`src/rtl/core/stepper_ramp_mode_controller_assert.svh`:
```
// Assertion macros used by the stepper ramp controller core.
`ifndef STEPPER_RAMP_MODE_CONTROLLER_ASSERT_SVH
`define STEPPER_RAMP_MODE_CONTROLLER_ASSERT_SVH

// Same-cycle implication, disabled during reset.
`define SRMC_ASSERT_IMP(label, clk, rst_n, ante, cons, msg) \
    label: assert property (@(posedge clk) disable iff (!rst_n) (ante) |-> (cons)) \
        else $error(msg);

// Next-cycle implication, disabled during reset.
`define SRMC_ASSERT_NXT(label, clk, rst_n, ante, cons, msg) \
    label: assert property (@(posedge clk) disable iff (!rst_n) (ante) |=> (cons)) \
        else $error(msg);

`endif

```
`src/rtl/core/srmc_pkg.sv`:
```
// Shared types and constants for the stepper ramp mode controller.
package srmc_pkg;

    localparam int CMD_W   = 2;
    localparam int MODE_W  = 3;
    localparam int INDEX_W = 8;
    localparam int COUNT_W = 32;
    localparam int GROUP_W = 7;

    localparam int STEPS_PER_GROUP_DEF = 100;

    localparam logic [CMD_W-1:0] CMD_TICK = 2'd0;
    localparam logic [CMD_W-1:0] CMD_HOME = 2'd1;
    localparam logic [CMD_W-1:0] CMD_LOAD = 2'd2;

    localparam logic [MODE_W-1:0] MODE_WAIT   = 3'd0;
    localparam logic [MODE_W-1:0] MODE_FREE   = 3'd1;
    localparam logic [MODE_W-1:0] MODE_HOME   = 3'd2;
    localparam logic [MODE_W-1:0] MODE_EXAM   = 3'd3;
    localparam logic [MODE_W-1:0] MODE_DECEL  = 3'd4;
    localparam logic [MODE_W-1:0] MODE_RETURN = 3'd5;

    typedef struct packed {
        logic [CMD_W-1:0]   command;
        logic [MODE_W-1:0]  mode_value;
        logic [INDEX_W-1:0] index_value;
        logic               ramp_up;
    } req_t;

    typedef struct packed {
        logic               reload_write;
        logic [INDEX_W-1:0] table_index;
        logic               motor_stop;
        logic [MODE_W-1:0]  mode_now;
        logic [COUNT_W-1:0] travel_now;
    } res_t;

    typedef struct packed {
        logic [INDEX_W-1:0] free_max_index;
        logic [INDEX_W-1:0] exam_max_index;
        logic [INDEX_W-1:0] target_index;
        logic [COUNT_W-1:0] mark_position;
        logic [COUNT_W-1:0] zero_travel;
    } cfg_t;

endpackage

```
`src/rtl/core/srmc_ifs.sv`:
```
// Request and result channel interfaces.
interface srmc_req_if;
    logic                          valid;
    logic                          ready;
    logic [srmc_pkg::CMD_W-1:0]    command;
    logic [srmc_pkg::MODE_W-1:0]   mode_value;
    logic [srmc_pkg::INDEX_W-1:0]  index_value;
    logic                          ramp_up;

    modport source (output valid, command, mode_value, index_value, ramp_up, input ready);
    modport sink   (input valid, command, mode_value, index_value, ramp_up, output ready);
endinterface

interface srmc_res_if;
    logic                          valid;
    logic                          ready;
    logic                          reload_write;
    logic [srmc_pkg::INDEX_W-1:0]  table_index;
    logic                          motor_stop;
    logic [srmc_pkg::MODE_W-1:0]   mode_now;
    logic [srmc_pkg::COUNT_W-1:0]  travel_now;

    modport source (output valid, reload_write, table_index, motor_stop, mode_now,
                     travel_now, input ready);
    modport sink   (input valid, reload_write, table_index, motor_stop, mode_now,
                     travel_now, output ready);
endinterface

```
`src/rtl/core/srmc_cfg_regs.sv`:
```
// APB configuration registers.
module srmc_cfg_regs (
    input  logic                 clk,
    input  logic                 rst_n,
    input  logic                 psel,
    input  logic                 penable,
    input  logic                 pwrite,
    input  logic [4:0]           paddr,
    input  logic [31:0]          pwdata,
    output logic [31:0]          prdata,
    output logic                 pready,
    output srmc_pkg::cfg_t       cfg
);
    import srmc_pkg::*;

    localparam logic [2:0] REG_FREE_MAX = 3'd0;
    localparam logic [2:0] REG_EXAM_MAX = 3'd1;
    localparam logic [2:0] REG_TARGET   = 3'd2;
    localparam logic [2:0] REG_MARK     = 3'd3;
    localparam logic [2:0] REG_ZERO     = 3'd4;

    cfg_t       cfg_reg;
    cfg_t       cfg_next;
    logic       wr_en;
    logic [2:0] reg_sel;

    assign pready  = 1'b1;
    assign wr_en   = psel && penable && pwrite;
    assign reg_sel = paddr[4:2];

    always_comb
    begin
        cfg_next = cfg_reg;
        if (wr_en)
        begin
            case (reg_sel)
                REG_FREE_MAX: cfg_next.free_max_index = pwdata[INDEX_W-1:0];
                REG_EXAM_MAX: cfg_next.exam_max_index = pwdata[INDEX_W-1:0];
                REG_TARGET:   cfg_next.target_index   = pwdata[INDEX_W-1:0];
                REG_MARK:     cfg_next.mark_position  = pwdata;
                REG_ZERO:     cfg_next.zero_travel    = pwdata;
                default:      ;
            endcase
        end
    end

    always_comb
    begin
        case (reg_sel)
            REG_FREE_MAX: prdata = {24'd0, cfg_reg.free_max_index};
            REG_EXAM_MAX: prdata = {24'd0, cfg_reg.exam_max_index};
            REG_TARGET:   prdata = {24'd0, cfg_reg.target_index};
            REG_MARK:     prdata = cfg_reg.mark_position;
            REG_ZERO:     prdata = cfg_reg.zero_travel;
            default:      prdata = 32'd0;
        endcase
    end

    always_ff @(posedge clk or negedge rst_n)
    begin
        if (!rst_n)
        begin
            cfg_reg <= '0;
        end
        else
        begin
            cfg_reg <= cfg_next;
        end
    end

    assign cfg = cfg_reg;

endmodule

```
`src/rtl/core/srmc_core.sv`:
```
// Ramp state registers and the per-request step logic.
module srmc_core #(
    parameter int STEPS_PER_GROUP = srmc_pkg::STEPS_PER_GROUP_DEF
) (
    input  logic            clk,
    input  logic            rst_n,
    input  logic            step_en,
    input  srmc_pkg::req_t  req,
    input  srmc_pkg::cfg_t  cfg,
    output srmc_pkg::res_t  res
);
    import srmc_pkg::*;

    `include "stepper_ramp_mode_controller_assert.svh"

    localparam logic [GROUP_W-1:0] GROUP_END = GROUP_W'(STEPS_PER_GROUP);

    logic [MODE_W-1:0]  mode_reg,          mode_next;
    logic [GROUP_W-1:0] group_count_reg,   group_count_next;
    logic [COUNT_W-1:0] travel_count_reg,  travel_count_next;
    logic [COUNT_W-1:0] return_travel_reg, return_travel_next;
    logic [INDEX_W-1:0] speed_index_reg,   speed_index_next;

    logic [GROUP_W-1:0] gc_inc;
    logic [COUNT_W-1:0] tr_inc;
    logic               group_end;
    logic               go_up;
    logic               go_down;
    logic               stop;

    always_comb
    begin
        gc_inc             = group_count_reg + 1'b1;
        tr_inc             = travel_count_reg + 1'b1;
        group_end          = gc_inc >= GROUP_END;
        mode_next          = mode_reg;
        group_count_next   = group_count_reg;
        travel_count_next  = travel_count_reg;
        return_travel_next = return_travel_reg;
        speed_index_next   = speed_index_reg;
        go_up              = 1'b0;
        go_down            = 1'b0;
        stop               = 1'b0;

        case (req.command)
            CMD_TICK:
            begin
                group_count_next  = gc_inc;
                travel_count_next = tr_inc;
                if (group_end && (mode_reg inside {[MODE_FREE:MODE_RETURN]}))
                begin
                    group_count_next = '0;
                end
                case (mode_reg)
                    MODE_FREE:
                    begin
                        if (group_end && speed_index_reg <= cfg.free_max_index)
                        begin
                            go_up = 1'b1;
                        end
                    end
                    MODE_HOME, MODE_RETURN:
                    begin
                        if (group_end)
                        begin
                            if (tr_inc < cfg.mark_position)
                            begin
                                go_up = speed_index_reg < cfg.target_index;
                            end
                            else
                            begin
                                go_down = speed_index_reg != '0;
                            end
                        end
                        if (mode_reg == MODE_HOME)
                        begin
                            if (tr_inc >= cfg.zero_travel)
                            begin
                                stop              = 1'b1;
                                travel_count_next = '0;
                                group_count_next  = '0;
                            end
                        end
                        else if (tr_inc >= return_travel_reg)
                        begin
                            mode_next          = MODE_WAIT;
                            stop               = 1'b1;
                            travel_count_next  = '0;
                            return_travel_next = '0;
                            group_count_next   = '0;
                        end
                    end
                    MODE_EXAM:
                    begin
                        if (group_end)
                        begin
                            if (req.ramp_up)
                            begin
                                go_up = speed_index_reg < cfg.exam_max_index;
                            end
                            else
                            begin
                                go_down = speed_index_reg != '0;
                            end
                        end
                    end
                    MODE_DECEL:
                    begin
                        if (group_end)
                        begin
                            if (speed_index_reg != '0)
                            begin
                                go_down = 1'b1;
                            end
                            else
                            begin
                                stop               = 1'b1;
                                return_travel_next = tr_inc;
                                mode_next          = MODE_RETURN;
                            end
                        end
                    end
                    default: ;
                endcase
            end
            CMD_HOME:
            begin
                stop = mode_reg != MODE_HOME;
                if (mode_reg == MODE_FREE)
                begin
                    mode_next         = MODE_HOME;
                    travel_count_next = '0;
                end
            end
            CMD_LOAD:
            begin
                mode_next        = (req.mode_value <= MODE_RETURN) ? req.mode_value : MODE_WAIT;
                speed_index_next = req.index_value;
            end
            default: ;
        endcase

        // saturate upward steps at the top of the table
        if (go_up && speed_index_reg != '1)
        begin
            speed_index_next = speed_index_reg + 1'b1;
        end
        else if (go_down)
        begin
            speed_index_next = speed_index_reg - 1'b1;
        end

        res.reload_write = go_up || go_down;
        res.table_index  = (go_up || go_down) ? speed_index_reg : '0;
        res.motor_stop   = stop;
        res.mode_now     = mode_next;
        res.travel_now   = travel_count_next;
    end

    always_ff @(posedge clk or negedge rst_n)
    begin
        if (!rst_n)
        begin
            mode_reg          <= MODE_WAIT;
            group_count_reg   <= '0;
            travel_count_reg  <= '0;
            return_travel_reg <= '0;
            speed_index_reg   <= '0;
        end
        else if (step_en)
        begin
            mode_reg          <= mode_next;
            group_count_reg   <= group_count_next;
            travel_count_reg  <= travel_count_next;
            return_travel_reg <= return_travel_next;
            speed_index_reg   <= speed_index_next;
        end
    end

    `SRMC_ASSERT_NXT(a_reload_moves_index, clk, rst_n,
        step_en && res.reload_write && res.table_index != '1,
        speed_index_reg != $past(speed_index_reg), "reload without index move")
    `SRMC_ASSERT_NXT(a_return_stop_clears, clk, rst_n,
        step_en && req.command == CMD_TICK && mode_reg == MODE_RETURN && res.motor_stop,
        mode_reg == MODE_WAIT && travel_count_reg == '0 && return_travel_reg == '0,
        "return stop did not clear")
    `SRMC_ASSERT_NXT(a_load_keeps_counts, clk, rst_n,
        step_en && req.command == CMD_LOAD,
        $stable(travel_count_reg) && $stable(group_count_reg), "load moved counters")
    `SRMC_ASSERT_IMP(a_idle_holds_state, clk, rst_n,
        !step_en, !res.reload_write || res.table_index == speed_index_reg,
        "table index mismatch")

endmodule

```
`src/rtl/core/stepper_ramp_mode_controller.sv`:
```
// Stepper ramp mode controller top level: request register, step core, result register.
//
// Channels: request (command, mode_value, index_value, ramp_up) in, result
// (reload_write, table_index, motor_stop, mode_now, travel_now) out, each a
// valid/ready pair; a request moves at an edge with valid and ready high.
// Every request yields exactly one result, in order.
// Configuration: APB port, registers at byte addresses 0,4,8,12,16;
// pready is tied high; reads return the stored value.
// Path: a taken request is held in the request register, and its result
// is then written to the result register, from which it leaves.
// Throughput: one request per cycle while result.ready is high; the step
// logic is combinational between the two registers, and the ramp state
// updates at the same edge that writes the result register.
// Stall: while result.ready is low the held result stays put, one more
// request may wait in the request register, then request.ready drops.
// Reset: rst_n clears mode to wait, all counters, the speed index, the
// configuration registers and both valid flags.
module stepper_ramp_mode_controller #(
    parameter int STEPS_PER_GROUP = srmc_pkg::STEPS_PER_GROUP_DEF
) (
    input  logic        clk,
    input  logic        rst_n,
    srmc_req_if.sink    request,
    srmc_res_if.source  result,
    input  logic        psel,
    input  logic        penable,
    input  logic        pwrite,
    input  logic [4:0]  paddr,
    input  logic [31:0] pwdata,
    output logic [31:0] prdata,
    output logic        pready
);
    import srmc_pkg::*;

    cfg_t cfg;
    req_t req_reg;
    logic req_valid_reg;
    res_t res_reg;
    logic res_valid_reg;
    res_t core_res;
    logic advance;
    logic step_en;

    assign advance       = !res_valid_reg || result.ready;
    assign request.ready = !req_valid_reg || advance;
    assign step_en       = req_valid_reg && advance;

    srmc_cfg_regs u_cfg (
        .clk     (clk),
        .rst_n   (rst_n),
        .psel    (psel),
        .penable (penable),
        .pwrite  (pwrite),
        .paddr   (paddr),
        .pwdata  (pwdata),
        .prdata  (prdata),
        .pready  (pready),
        .cfg     (cfg)
    );

    srmc_core #(
        .STEPS_PER_GROUP (STEPS_PER_GROUP)
    ) u_core (
        .clk     (clk),
        .rst_n   (rst_n),
        .step_en (step_en),
        .req     (req_reg),
        .cfg     (cfg),
        .res     (core_res)
    );

    always_ff @(posedge clk or negedge rst_n)
    begin
        if (!rst_n)
        begin
            req_valid_reg <= 1'b0;
            res_valid_reg <= 1'b0;
        end
        else
        begin
            if (request.ready)
            begin
                req_valid_reg <= request.valid;
            end
            if (advance)
            begin
                res_valid_reg <= req_valid_reg;
            end
        end
    end

    always_ff @(posedge clk)
    begin
        if (request.ready && request.valid)
        begin
            req_reg.command     <= request.command;
            req_reg.mode_value  <= request.mode_value;
            req_reg.index_value <= request.index_value;
            req_reg.ramp_up     <= request.ramp_up;
        end
        if (step_en)
        begin
            res_reg <= core_res;
        end
    end

    assign result.valid        = res_valid_reg;
    assign result.reload_write = res_reg.reload_write;
    assign result.table_index  = res_reg.table_index;
    assign result.motor_stop   = res_reg.motor_stop;
    assign result.mode_now     = res_reg.mode_now;
    assign result.travel_now   = res_reg.travel_now;

endmodule
```
`src/flat_wrapper.sv`:
```
// flat-port wrapper written by rule: the top's interface ports become plain ports
module stepper_ramp_mode_controller_flat import srmc_pkg::*;
#(
    parameter int STEPS_PER_GROUP = srmc_pkg::STEPS_PER_GROUP_DEF
)
  (clk, rst_n, psel, penable, pwrite, paddr, pwdata, prdata, pready, request_valid, request_command, request_mode_value, request_index_value, request_ramp_up, request_ready, result_valid, result_reload_write, result_table_index, result_motor_stop, result_mode_now, result_travel_now, result_ready);
  srmc_req_if request_i ();
  srmc_res_if result_i ();
  input  logic clk;
  input  logic rst_n;
  input  logic psel;
  input  logic penable;
  input  logic pwrite;
  input  logic [4:0] paddr;
  input  logic [31:0] pwdata;
  output logic [31:0] prdata;
  output logic pready;
  input wire logic [$bits(request_i.valid)-1:0] request_valid;
  input wire logic [$bits(request_i.command)-1:0] request_command;
  input wire logic [$bits(request_i.mode_value)-1:0] request_mode_value;
  input wire logic [$bits(request_i.index_value)-1:0] request_index_value;
  input wire logic [$bits(request_i.ramp_up)-1:0] request_ramp_up;
  output wire logic [$bits(request_i.ready)-1:0] request_ready;
  output wire logic [$bits(result_i.valid)-1:0] result_valid;
  output wire logic [$bits(result_i.reload_write)-1:0] result_reload_write;
  output wire logic [$bits(result_i.table_index)-1:0] result_table_index;
  output wire logic [$bits(result_i.motor_stop)-1:0] result_motor_stop;
  output wire logic [$bits(result_i.mode_now)-1:0] result_mode_now;
  output wire logic [$bits(result_i.travel_now)-1:0] result_travel_now;
  input wire logic [$bits(result_i.ready)-1:0] result_ready;
  assign request_i.valid = request_valid;
  assign request_i.command = request_command;
  assign request_i.mode_value = request_mode_value;
  assign request_i.index_value = request_index_value;
  assign request_i.ramp_up = request_ramp_up;
  assign request_ready = request_i.ready;
  assign result_valid = result_i.valid;
  assign result_reload_write = result_i.reload_write;
  assign result_table_index = result_i.table_index;
  assign result_motor_stop = result_i.motor_stop;
  assign result_mode_now = result_i.mode_now;
  assign result_travel_now = result_i.travel_now;
  assign result_i.ready = result_ready;
  stepper_ramp_mode_controller #(.STEPS_PER_GROUP(STEPS_PER_GROUP)) u_core (.clk(clk), .rst_n(rst_n), .request(request_i), .result(result_i), .psel(psel), .penable(penable), .pwrite(pwrite), .paddr(paddr), .pwdata(pwdata), .prdata(prdata), .pready(pready));
endmodule
```
`config.mk`:
```
export PLATFORM = sky130hd
export DESIGN_NAME = stepper_ramp_mode_controller_flat
export DESIGN_NICKNAME = d
export VERILOG_FILES = /design/src/rtl/core/srmc_pkg.sv /design/src/rtl/core/srmc_ifs.sv /design/src/rtl/core/srmc_cfg_regs.sv /design/src/rtl/core/srmc_core.sv /design/src/rtl/core/stepper_ramp_mode_controller.sv /design/src/flat_wrapper.sv
export VERILOG_INCLUDE_DIRS = /design/src /design/src/rtl/core
export SDC_FILE = /design/constraint.sdc
export NUM_CORES = 1
export LEC_CHECK = 0
export BUFFER_PORTS_ARGS = -buffer_cell sky130_fd_sc_hd__buf_2
export CORE_UTILIZATION = 55
export DETAILED_ROUTE_END_ITERATION = 16
export GPL_ROUTABILITY_DRIVEN = 1
export PLACE_DENSITY = 0.83
export SYNTH_ARGS = -nofsm -noshare
export SYNTH_HDL_FRONTEND = slang
export SYNTH_SLANG_ARGS = --single-unit
```
`constraint.sdc`:
```
create_clock -name clk -period 9.83 [get_ports clk]
set_input_delay 0.983 -clock clk [delete_from_list [all_inputs] [get_ports clk]]
set_output_delay 0.983 -clock clk [all_outputs]
set_load 0.005 [all_outputs]
```
# ---- Word level (Yosys, flattened, before mapping)
# Index checks and enable logic that the tools add are counted.
dict set report classes {
  addsub 4
  eq_ne 17
  n_mux 50
  magnitude_cmp 10
  n_reduce_logical 27
}
# cell n
set ops {}
lappend ops {{$mux W32} 9}
lappend ops {{$pmux W32 S5} 1}
lappend ops {{$pmux W32 S2} 2}
lappend ops {{$ge A32 B32 Y1} 2}
lappend ops {{$mux W7} 5}
lappend ops {{$add A32 B1 Y32 const B} 1}
lappend ops {{$lt A32 B32 Y1} 1}
lappend ops {{$mux W8} 3}
lappend ops {{$mux W1} 18}
lappend ops {{$mux W3} 6}
lappend ops {{$lt A8 B8 Y1} 2}
lappend ops {{$reduce_and A2 Y1} 7}
lappend ops {{$eq A3 B2 Y1 const B} 4}
lappend ops {{$eq A3 B3 Y1 const B} 3}
lappend ops {{$pmux W3 S3} 1}
lappend ops {{$add A8 B1 Y8 const B} 1}
lappend ops {{$le A8 B8 Y1} 1}
lappend ops {{$logic_and A1 B1 Y1} 8}
lappend ops {{$ne A2 B2 Y1 const B} 4}
lappend ops {{$ne A8 B8 Y1 const B} 1}
lappend ops {{$reduce_bool A8 Y1} 1}
lappend ops {{$sub A8 B1 Y8 const B} 1}
lappend ops {{$add A7 B1 Y7 const B} 1}
lappend ops {{$ge A7 B7 Y1 const B} 1}
lappend ops {{other kinds (17)} 24}
dict set report totals {
  input_bits 58
  reg_bits 231
  word_cells 129
  out_inout_bits 80
}

# ---- Longest topological paths before layout
# Gate-level depths: netlist of run 1.
dict set report depth {
  ltp_word 9
  mapped_depth 19
  ltp_nobuf 19
}

# ---- By module
# A second synthesis of run 1 with hierarchy kept.
dict set report hier_totals {
  cells_unflattened 1355
  area_unflattened_um2 13770.7
}
# mod cells_each seq_area_each_um2 n_inst area_each_um2
set modules_own_cells {}
lappend modules_own_cells {srmc_core 1023 2052.0 1 7957.6}
lappend modules_own_cells {srmc_cfg_regs 265 2202.1 1 3937.5}
lappend modules_own_cells {stepper_ramp_mode_controller 67 1821.7 1 1875.5}

# ---- Worst setup path after synthesis of run 1
# Ideal clock, no wire load.
dict set report synth_timing {
  path_kind {register to register}
  startpoint {reg u_core.u_core.travel_count_reg[0]}
  endpoint {reg u_core.res_reg (netlist bit u_core.result.table_index[6]), data pin}
  slack_ps 4806
  setup_ps 129
  required_ps 9701
  arrival_time_ps 4895
  n_path_buf 0
  synth_period_minus_slack_ps 5024
  stages_incl_launch_ff 19
  cell_sequence {dfrtp_1 > ha_1 > nand3_1 > nor2_1 > nand3_1 > nor2_1 > nand2_1 > nor2_1 > nand2_1 > xnor2_1 > ha_1 > a21oi_1 > nand2_1 > a221oi_1 > nand3_1 > or3_4 > a2111oi_4 > nor2_1 > and2b_2}
}
dict set report synth_between {
  elab_chain_len 7
  elab_cells_between_ends 11
  cone_classes {add/sub: 1; order compare: 1; mux: 8; reduce/logical: 1}
}
# item line_no
set synth_rtl {}
lappend synth_rtl {{start: declaration} srmc_core.sv:20} ;# logic [COUNT_W-1:0] travel_count_reg, travel_count_next;
lappend synth_rtl {{start signal: assignment} srmc_core.sv:174} ;# travel_count_reg <= travel_count_next;
lappend synth_rtl {{$add A32 B1 Y32 (*)} srmc_core.sv:34} ;# tr_inc = travel_count_reg + 1'b1;
lappend synth_rtl {{$lt A32 B32 Y1 (*)} srmc_core.sv:66} ;# if (tr_inc < cfg.mark_position)
lappend synth_rtl {{$mux W1} srmc_core.sv:66}
lappend synth_rtl {{$mux W1} srmc_core.sv:64} ;# if (group_end)
lappend synth_rtl {{$pmux W1 S3} srmc_core.sv:54} ;# case (mode_reg)
lappend synth_rtl {{$mux W1} srmc_core.sv:45} ;# case (req.command)
lappend synth_rtl {{$logic_or A1 B1 Y1 (*)} srmc_core.sv:154} ;# res.table_index = (go_up || go_down) ? speed_index_reg : '0;
lappend synth_rtl {{end signal: assignment} stepper_ramp_mode_controller.sv:103} ;# res_reg <= core_res;
lappend synth_rtl {{end: declaration} stepper_ramp_mode_controller.sv:38} ;# res_t res_reg;
# Mark *: on every way between the ends. The rest lies on a longest branch, timed or not.
# A chain may end at the register's enable or synchronous reset.

# ---- Worst setup path in the final report of run 1
# Ends and elaborated chain as after synthesis.

==> out/results.ini, run 1 <==
[synth]
synthesis.area_mm2 = 0.0133
synth_top_family_by_area = compound AO/OA/AOI/OAI gates
synth_edf_count = 59
yosysSeqAreaShare = 0.456
synth_compound_area_frac = 0.209
synth_xor_area_frac = 0.0210
ys_warn_count = 0
yosys_most_used_dff = dfrtp_1
synthDistinctLibCells = 69
synth_mux_area_frac = 0.0122
yosys.area_share.simple = 0.127
synth_fa_ha_area_frac = 0.116
syn_avg_cell_area_um2 = 9.60
ys_async_sr_fraction = 0.745
synth_nets = 1568
syn_inst = 1387
synth-seq-cells = 231

[global_routing]
grt_pass1_vias = 10360
overflow = 0
grt_pass1_wl_mm = 53.0
grt_use_met2 = 0.424
grt_max_degree = 99
grt.busiest_layer = met2
grt_use_met3 = 0.0391
antenna_found_initial = 0
track_usage = 0.270
grt_use_met1 = 0.384

[cells_and_area]
fin_util = 0.641
final_common_cell = dfrtp_1
fillerInstances = 1855
diodes = 0
area_growth_pct = 13.6
largest_reg_flops = 88
final_cell_mix = dfrtp_1 (172), nand2_1 (164), o21ai_0 (139)
nNetsFinal = 1672
drive_gt1_frac = 0.147

[status]
outcome = finished, final reports clean

[floorplanning]
fp.dieW_um = 158
core_area_mm2 = 0.0236
die_area_mm2 = 0.0248
start_util = 0.564
ios = 138
die_y_um = 158
rows = 56

[setup_path]
cp-start-kind = flip-flop
critPathMaxFanout = 11
r2r_slack_ns = 3.27
r2r-end = u_core.result.table_index[6]
worstPathRequired_ns = 10.23
crit_type = reg2reg
arrival_ns = 6.96
reg2reg_from = u_core.u_core.travel_count_reg[0]
reg2reg_depth = 18
end_kind = flip-flop

[hold_path]
hold_depth = 1
min_from = u_core.req_valid_reg
min_path_type = reg2reg
hold_path_end = u_core.result.valid

[timing]
hold_violations = 0
slew_headroom = 0.197
rsz0062_at_grt = no
min_period_ns = 6.56
max_freq_mhz = 152
final.setup_skew_ns = 0.0152
tightest_slew_ns = 1.20
post-route-period-util = 0.667
slew_viol_final = 0
setup_viol = 0
fin_setup_tns_ns = 0

[clock_network]
cts_root_buf = clkbuf_16
cts-hold-fix-buffers = 0
clk_pin_slew_ns = 0.06
cts_buffers = 26
clock_latency_ns = 0.53
cts_resized = 0
clock_sinks = 231
cts_buffer_depth = 3
htree_levels = 1
cts_setup_buffers = 0
cts_tree = built

[placement]
gp_congestion = 0.881
portBuffers = 134
hpwl_mm = 23.3

[detailed_routing]
vias_per_cell = 6.03
avgRoutedWirePerCell_um = 18.3
vias = 11023
routed_wirelength_mm = 33.5
drt_first_iter_violations = 920
drc = 0
dr.pass1.iters = 5
antenna_left = 0

[pwr]
power-per-cell-area_mw_per_mm2 = 196
ir_worst_vdd_mv = 0.147
total_power_mw = 2.97
leakage_nw = 7.08

[run]
cap_viol_max_count = 0

==> area by class of cell <==
cell class / count / area, um^2 / area share
Clock buffer: 37 / 774 / 0.0512
Sequential cell: 231 / 6080 / 0.402
Inverter: 139 / 522 / 0.0345
Clock inverter: 10 / 109 / 0.00719
Multi-Input combinational cell: 950 / 6510 / 0.430
Tap cell: 319 / 399 / 0.0264
Timing Repair Buffer: 143 / 744 / 0.0492
==> kinds of logic (layout without fill, tap and decap cells) <==
family,Yosys count,after routing
compound gates,421,421
fa+ha+maj,123,123
other cells,1,1
mux,15,15
flops,231,231
buf+inv,206,329
simple gates,358,358
xor+xnor,32,32
==> where the power goes <==
part	internal [mW]	total (mW)	switching (mW)
combinational	0.278	0.719	0.441
sequential	1.13	1.25	0.128
clock	0.601	0.994	0.393
total	2.00	2.97	0.961
==> how the worst max path moves through the flow <==
stage,to,cells after the start,start
2_1_floorplan,u_core.result.table_index[6],18,u_core.u_core.travel_count_reg[0]
3_3_place_gp,u_core.result.table_index[3],18,u_core.u_core.travel_count_reg[0]
3_5_place_dp,u_core.result.table_index[6],18,u_core.u_core.travel_count_reg[0]
4_1_cts,u_core.result.table_index[6],18,u_core.u_core.travel_count_reg[0]
5_1_grt,u_core.result.table_index[6],18,u_core.u_core.travel_count_reg[0]
6_report,u_core.result.table_index[6],18,u_core.u_core.travel_count_reg[0]
==> critical path: stages, from the launching register on <==
cell	delay, ns
dfrtp_1	0.58
ha_1	0.26
nand3_1	0.15
nor2_1	0.34
nand3_1	0.34
nor2_1	0.45
nand2_1	0.20
nor2_1	0.39
nand3_1	0.16
xnor2_1	0.59
ha_1	0.36
nand4_1	0.11
nor4_1	0.10
a221oi_1	0.27
nand3_1	0.32
or3_4	0.50
a2111oi_4	0.72
nor2_1	0.29
and2b_2	0.29
==> routing by layer <==
layer	vias up	wire [um]
li1	5207	-
met1	5316	15200
met2	452	15300
met3	48	2360
met4	0	729
met5	-	0
==> per-stage QoR <==
step | setup slack, ns | cells | hold slack [ns] | cell area [um^2]
final | 3.27 | 1829 | 0.495 | 15100
after global routing | 2.80 | 1829 | 0.518 | 15100
after CTS | 3.36 | 1829 | 0.502 | 15100
after detailed placement | 3.44 | 1782 | 0.483 | 14200
after global placement | 3.53 | 1782 | 0.478 | 14200
after floorplan | 4.81 | 1387 | 0.457 | 13300
==> synth_stat cells (3+ instances only) <==
master,number,area share
o31ai_1,6,0.0034
o221ai_1,3,0.0020
ha_1,123,0.12
or2_2,3,0.0014
or2b_2,3,0.0020
a22o_1,76,0.050
a221o_1,5,0.0038
o211ai_1,4,0.0023
nor4_1,3,0.0014
clkbuf_1,65,0.018
mux2i_1,5,0.0038
nand2b_1,14,0.0066
or3_1,5,0.0023
a22oi_1,17,0.0096
a32oi_1,3,0.0020
nor2_1,50,0.014
a211o_1,4,0.0026
a21o_1,22,0.012
a211oi_1,8,0.0045
and3_1,8,0.0038
nand2_1,164,0.046
xor2_1,10,0.0066
o21a_1,4,0.0023
dfrtp_1,172,0.32
a31oi_1,9,0.0042
nand4_1,23,0.011
o22ai_1,34,0.016
edfxtp_1,59,0.13
a221oi_1,4,0.0026
mux2_2,10,0.0085
nor2b_1,8,0.0038
nand3_1,36,0.014
inv_1,138,0.039
and4_1,3,0.0020
a21oi_1,63,0.024
o21ai_0,139,0.052
and2b_2,6,0.0039
xnor2_1,22,0.014
a2111oi_0,3,0.0020
nor3_1,17,0.0064
No activity file was read; power rests on OpenSTA's default activity.
==> inputs of run 2 (changes only) <==
--- a/config.mk
+++ b/config.mk
@@ -6,11 +6,12 @@
 export SDC_FILE = /design/constraint.sdc
 export NUM_CORES = 1
 export LEC_CHECK = 0
+export ABC_AREA = 1
 export BUFFER_PORTS_ARGS = -buffer_cell sky130_fd_sc_hd__buf_2
-export CORE_UTILIZATION = 55
+export CORE_UTILIZATION = 54
 export DETAILED_ROUTE_END_ITERATION = 16
 export GPL_ROUTABILITY_DRIVEN = 1
-export PLACE_DENSITY = 0.83
+export PLACE_DENSITY = 0.85
 export SYNTH_ARGS = -nofsm -noshare
 export SYNTH_HDL_FRONTEND = slang
 export SYNTH_SLANG_ARGS = --single-unit
==> constraint.sdc (replaced) <==
create_clock -name clk -period 5.6 [get_ports clk]
set_input_delay 0.56 -clock clk [delete_from_list [all_inputs] [get_ports clk]]
set_output_delay 0.56 -clock clk [all_outputs]
set_load 0.005 [all_outputs]
==> run 2 against run 1 <==
- sequential share of layout area shrank 1.9 points
- clock skew grew 0.0015 ns
- utilization shrank 1.3 points
- wire length grew 6.9%
- cell count grew 21%
- highest routed layer unchanged
- combinational power grew 96%
- setup slack lost 2.6 ns
- first-iteration DRC count grew 13%
- hold slack lost 0.29 ns
- design area grew 5.1%
- largest power group unchanged
- global-route usage grew 0.26 points
- non-clock buffer count grew 8
==> out/results.ini, run 2 <==
[status]
outcome = finished, final reports clean  ; unchanged

[run]
cap_viol_max_count = 0  ; unchanged

[pwr]
p_clk_frac = 0.327  ; was 0.335
power-per-cell-area_mw_per_mm2 = 337  ; was 196 mW/mm^2
combPwrFrac = 0.263  ; was 0.242
p_seq_frac = 0.411  ; was 0.423
swShare = 0.339  ; was 0.324
leakage_nw = 8.27  ; was 7.08 nW
internal_power_mw = 3.54  ; was 2.00 mW
ir_worst_vdd_mv = 0.231  ; was 0.147 mV
power_switching_mw = 1.82  ; was 0.961 mW
total_power_mw = 5.36  ; was 2.97 mW

[placement]
dp.cells = 2164  ; was 1782
portBuffers = 134  ; unchanged
gp_congestion = 0.927  ; was 0.881
pre_cts_ws_ns = 0.880  ; was 3.44 ns
hpwl_mm = 26.2  ; was 23.3 mm

[timing]
setup_viol = 0  ; unchanged
tightest_slew_ns = 1.13  ; was 1.20 ns
fin_setup_tns_ns = 0  ; unchanged
slew_viol_final = 0  ; unchanged
post-route-period-util = 0.888  ; was 0.667
hold_violations = 0  ; unchanged
max_freq_mhz = 201  ; was 152 MHz
setup_ws_ns = 0.626  ; was 3.27 ns
min_period_ns = 4.97  ; was 6.56 ns
rsz0062_at_grt = no  ; unchanged
slew_headroom = 0.243  ; was 0.197
final.setup_skew_ns = 0.0167  ; was 0.0152 ns

[clock_network]
cts_buffer_depth = 3  ; unchanged
clock_latency_ns = 0.53  ; about the same
clock_sinks = 231  ; unchanged
cts_buffers = 26  ; unchanged
cts_tree = built  ; unchanged
cts_root_buf = clkbuf_16  ; unchanged
htree_levels = 1  ; unchanged
clk_pin_slew_ns = 0.06  ; about the same
cts_setup_buffers = 0  ; unchanged

[detailed_routing]
antenna_left = 0  ; unchanged
avgRoutedWirePerCell_um = 16.2  ; was 18.3 um
vias_per_cell = 5.52  ; was 6.03
drc = 0  ; unchanged
routed_wirelength_mm = 35.8  ; was 33.5 mm
drt_first_iter_violations = 1040  ; was 920
dr.pass1.iters = 6  ; was 5
vias = 12215  ; was 11023

[synth]
yosysSeqAreaShare = 0.433  ; was 0.456
synth_nets = 1918  ; was 1568
yosys_most_used_dff = dfrtp_1  ; unchanged
ys_async_sr_fraction = 0.745  ; unchanged
synthDistinctLibCells = 52  ; was 69
syn_avg_cell_area_um2 = 8.08  ; was 9.60 um^2
synth_edf_count = 59  ; unchanged
synth-seq-cells = 231  ; unchanged
synth_top_area_frac = 0.307  ; was 0.323
synthesis.area_mm2 = 0.0140  ; was 0.0133 mm^2
synth_common_cells = nand2_1 (517), inv_1 (255), dfrtp_1 (172), ha_1 (123), o21ai_0 (119)  ; was dfrtp_1 (172), nand2_1 (164), o21ai_0 (139), inv_1 (138), ha_1 (123)
ys_warn_count = 0  ; unchanged
post-synth-top-count-cell = nand2_1  ; was dfrtp_1
syn_inst = 1737  ; was 1387
synth_area_leaders = dfrtp_1 (31%), nand2_1 (14%), edfxtp_1 (13%)  ; was dfrtp_1 (32%), edfxtp_1 (13%), ha_1 (12%)
yosysTopAreaCell = dfrtp_1  ; unchanged

[cells_and_area]
diodes = 0  ; unchanged
area_growth_pct = 13.2  ; was 13.6%
drive_gt1_frac = 0.129  ; was 0.147
largest_reg_flops = 88  ; unchanged
fillerInstances = 2157  ; was 1855
final_common_cell = nand2_1  ; was dfrtp_1
nNetsFinal = 2044  ; was 1672
fin_util = 0.628  ; was 0.641
stdcell_count = 2213  ; was 1829
final_cell_mix = nand2_1 (517), inv_1 (254), dfrtp_1 (172)  ; was dfrtp_1 (172), nand2_1 (164), o21ai_0 (139)

[floorplanning]
fp.dieW_um = 163  ; was 158 um
rows = 58  ; was 56
die_y_um = 163  ; was 158 um
die_area_mm2 = 0.0266  ; was 0.0248 mm^2
ios = 138  ; unchanged
start_util = 0.554  ; was 0.564
core_area_mm2 = 0.0253  ; was 0.0236 mm^2

[setup_path]
worstPathRequired_ns = 5.86  ; was 10.23 ns
crit_type = reg2reg  ; unchanged
arrival_ns = 5.24  ; was 6.96 ns
critPathMaxFanout = 25  ; was 11
cp-start-kind = flip-flop  ; unchanged
end_kind = flip-flop  ; unchanged
reg2reg_depth = 18  ; unchanged

[global_routing]
grt_pass1_wl_mm = 58.1  ; was 53.0 mm
track_usage = 0.272  ; was 0.270
grt_pass1_vias = 11789  ; was 10360
antenna_found_initial = 0  ; unchanged
grt_max_degree = 71  ; was 99
overflow = 0  ; unchanged

[hold_path]
hold_depth = 1  ; unchanged
min_path_type = in2reg  ; was reg2reg

run 2: cell type report:
cell class	count	area (um^2)	share of cell area
multi-input combinational	1191	6740	0.424
sequential	231	6080	0.382
inverter	262	986	0.0620
timing repair buffer	151	807	0.0508
clock buffer	34	732	0.0460
tap	330	413	0.0260
clock inverter	14	146	0.00921
run 2: cell families (layout without fill, tap and decap cells):
logic type      Yosys count  after routing  synth area share
flops                   231            231             0.433
buf+inv                 315            461            0.0873
compound gates          267            267             0.111
simple gates            758            758             0.232
fa+ha+maj               123            123             0.110
xor+xnor                 42             42            0.0262
other cells               1              1          0.000267
run 2: power by group through the flow:
stage	Combinational [mW]	Clock, mW	Sequential, mW
6_report	1.41	1.75	2.20
5_1_grt	1.61	1.85	2.23
4_1_cts	1.40	1.77	2.20
3_5_place_dp	1.38	0	2.22
3_3_place_gp	1.32	0	2.21
2_1_floorplan	0.991	0	2.17
run 2: metal layers:
layer,track usage,routed length (um),vias up
li1,-,-,5948
met5,0,0,-
met3,0.0297,1960,87
met2,0.467,17600,421
met4,0.102,1200,0
met1,0.354,15100,5759
run 2: worst max-delay path, cell delays in order, from the launching register on:
cell and delay [ns]:
dfrtp_1 0.45, inv_1 0.06, nor4_1 0.50, nand2_1 0.14, nor2_1 0.22, nand2_1 0.12
xor2_1 0.31, inv_1 0.20, ha_1 0.34, nand2_1 0.06, nor2_1 0.10, nand2_1 0.10
nor4b_1 0.63, nand3_1 0.15, nand3_1 0.16, nand2_1 0.55, buf_4 0.42, nand4_1 0.08
nand2_1 0.10
run 2: repair_timing:
| action | 4_1_cts | 5_1_grt |
|---|---|---|
| hold buffers | 1 | 0 |
| resized for setup | 0 | 0 |
| hold endpoints to repair | 42 | 0 |
run 2: through the flow:
step	hold slack, ns	area [um^2]
after floorplan	0.264	14000
after global placement	0.466	15000
after detailed placement	0.469	15000
after CTS	0.196	15900
after global routing	0.199	15900
final	0.206	15900
run 2: worst paths after layout:
| path | startpoint | to | slack (ns) |
|---|---|---|---|
| max | u_core.u_core.travel_count_reg[6] | u_core.result.travel_now[30] | 0.63 |
| min | request_command[1] | u_core.req_reg[13] | 0.21 |
| max reg2reg | u_core.u_core.travel_count_reg[6] | u_core.result.travel_now[30] | 0.63 |
| min reg2reg | u_core.u_cfg.cfg[9] | u_core.u_cfg.cfg[9] | 0.48 |
| max in group asynchronous | rst_n | u_core.u_core.speed_index_reg[1] | 3.78 |
| min in group asynchronous | rst_n | u_core.u_cfg.cfg[24] | 0.52 |
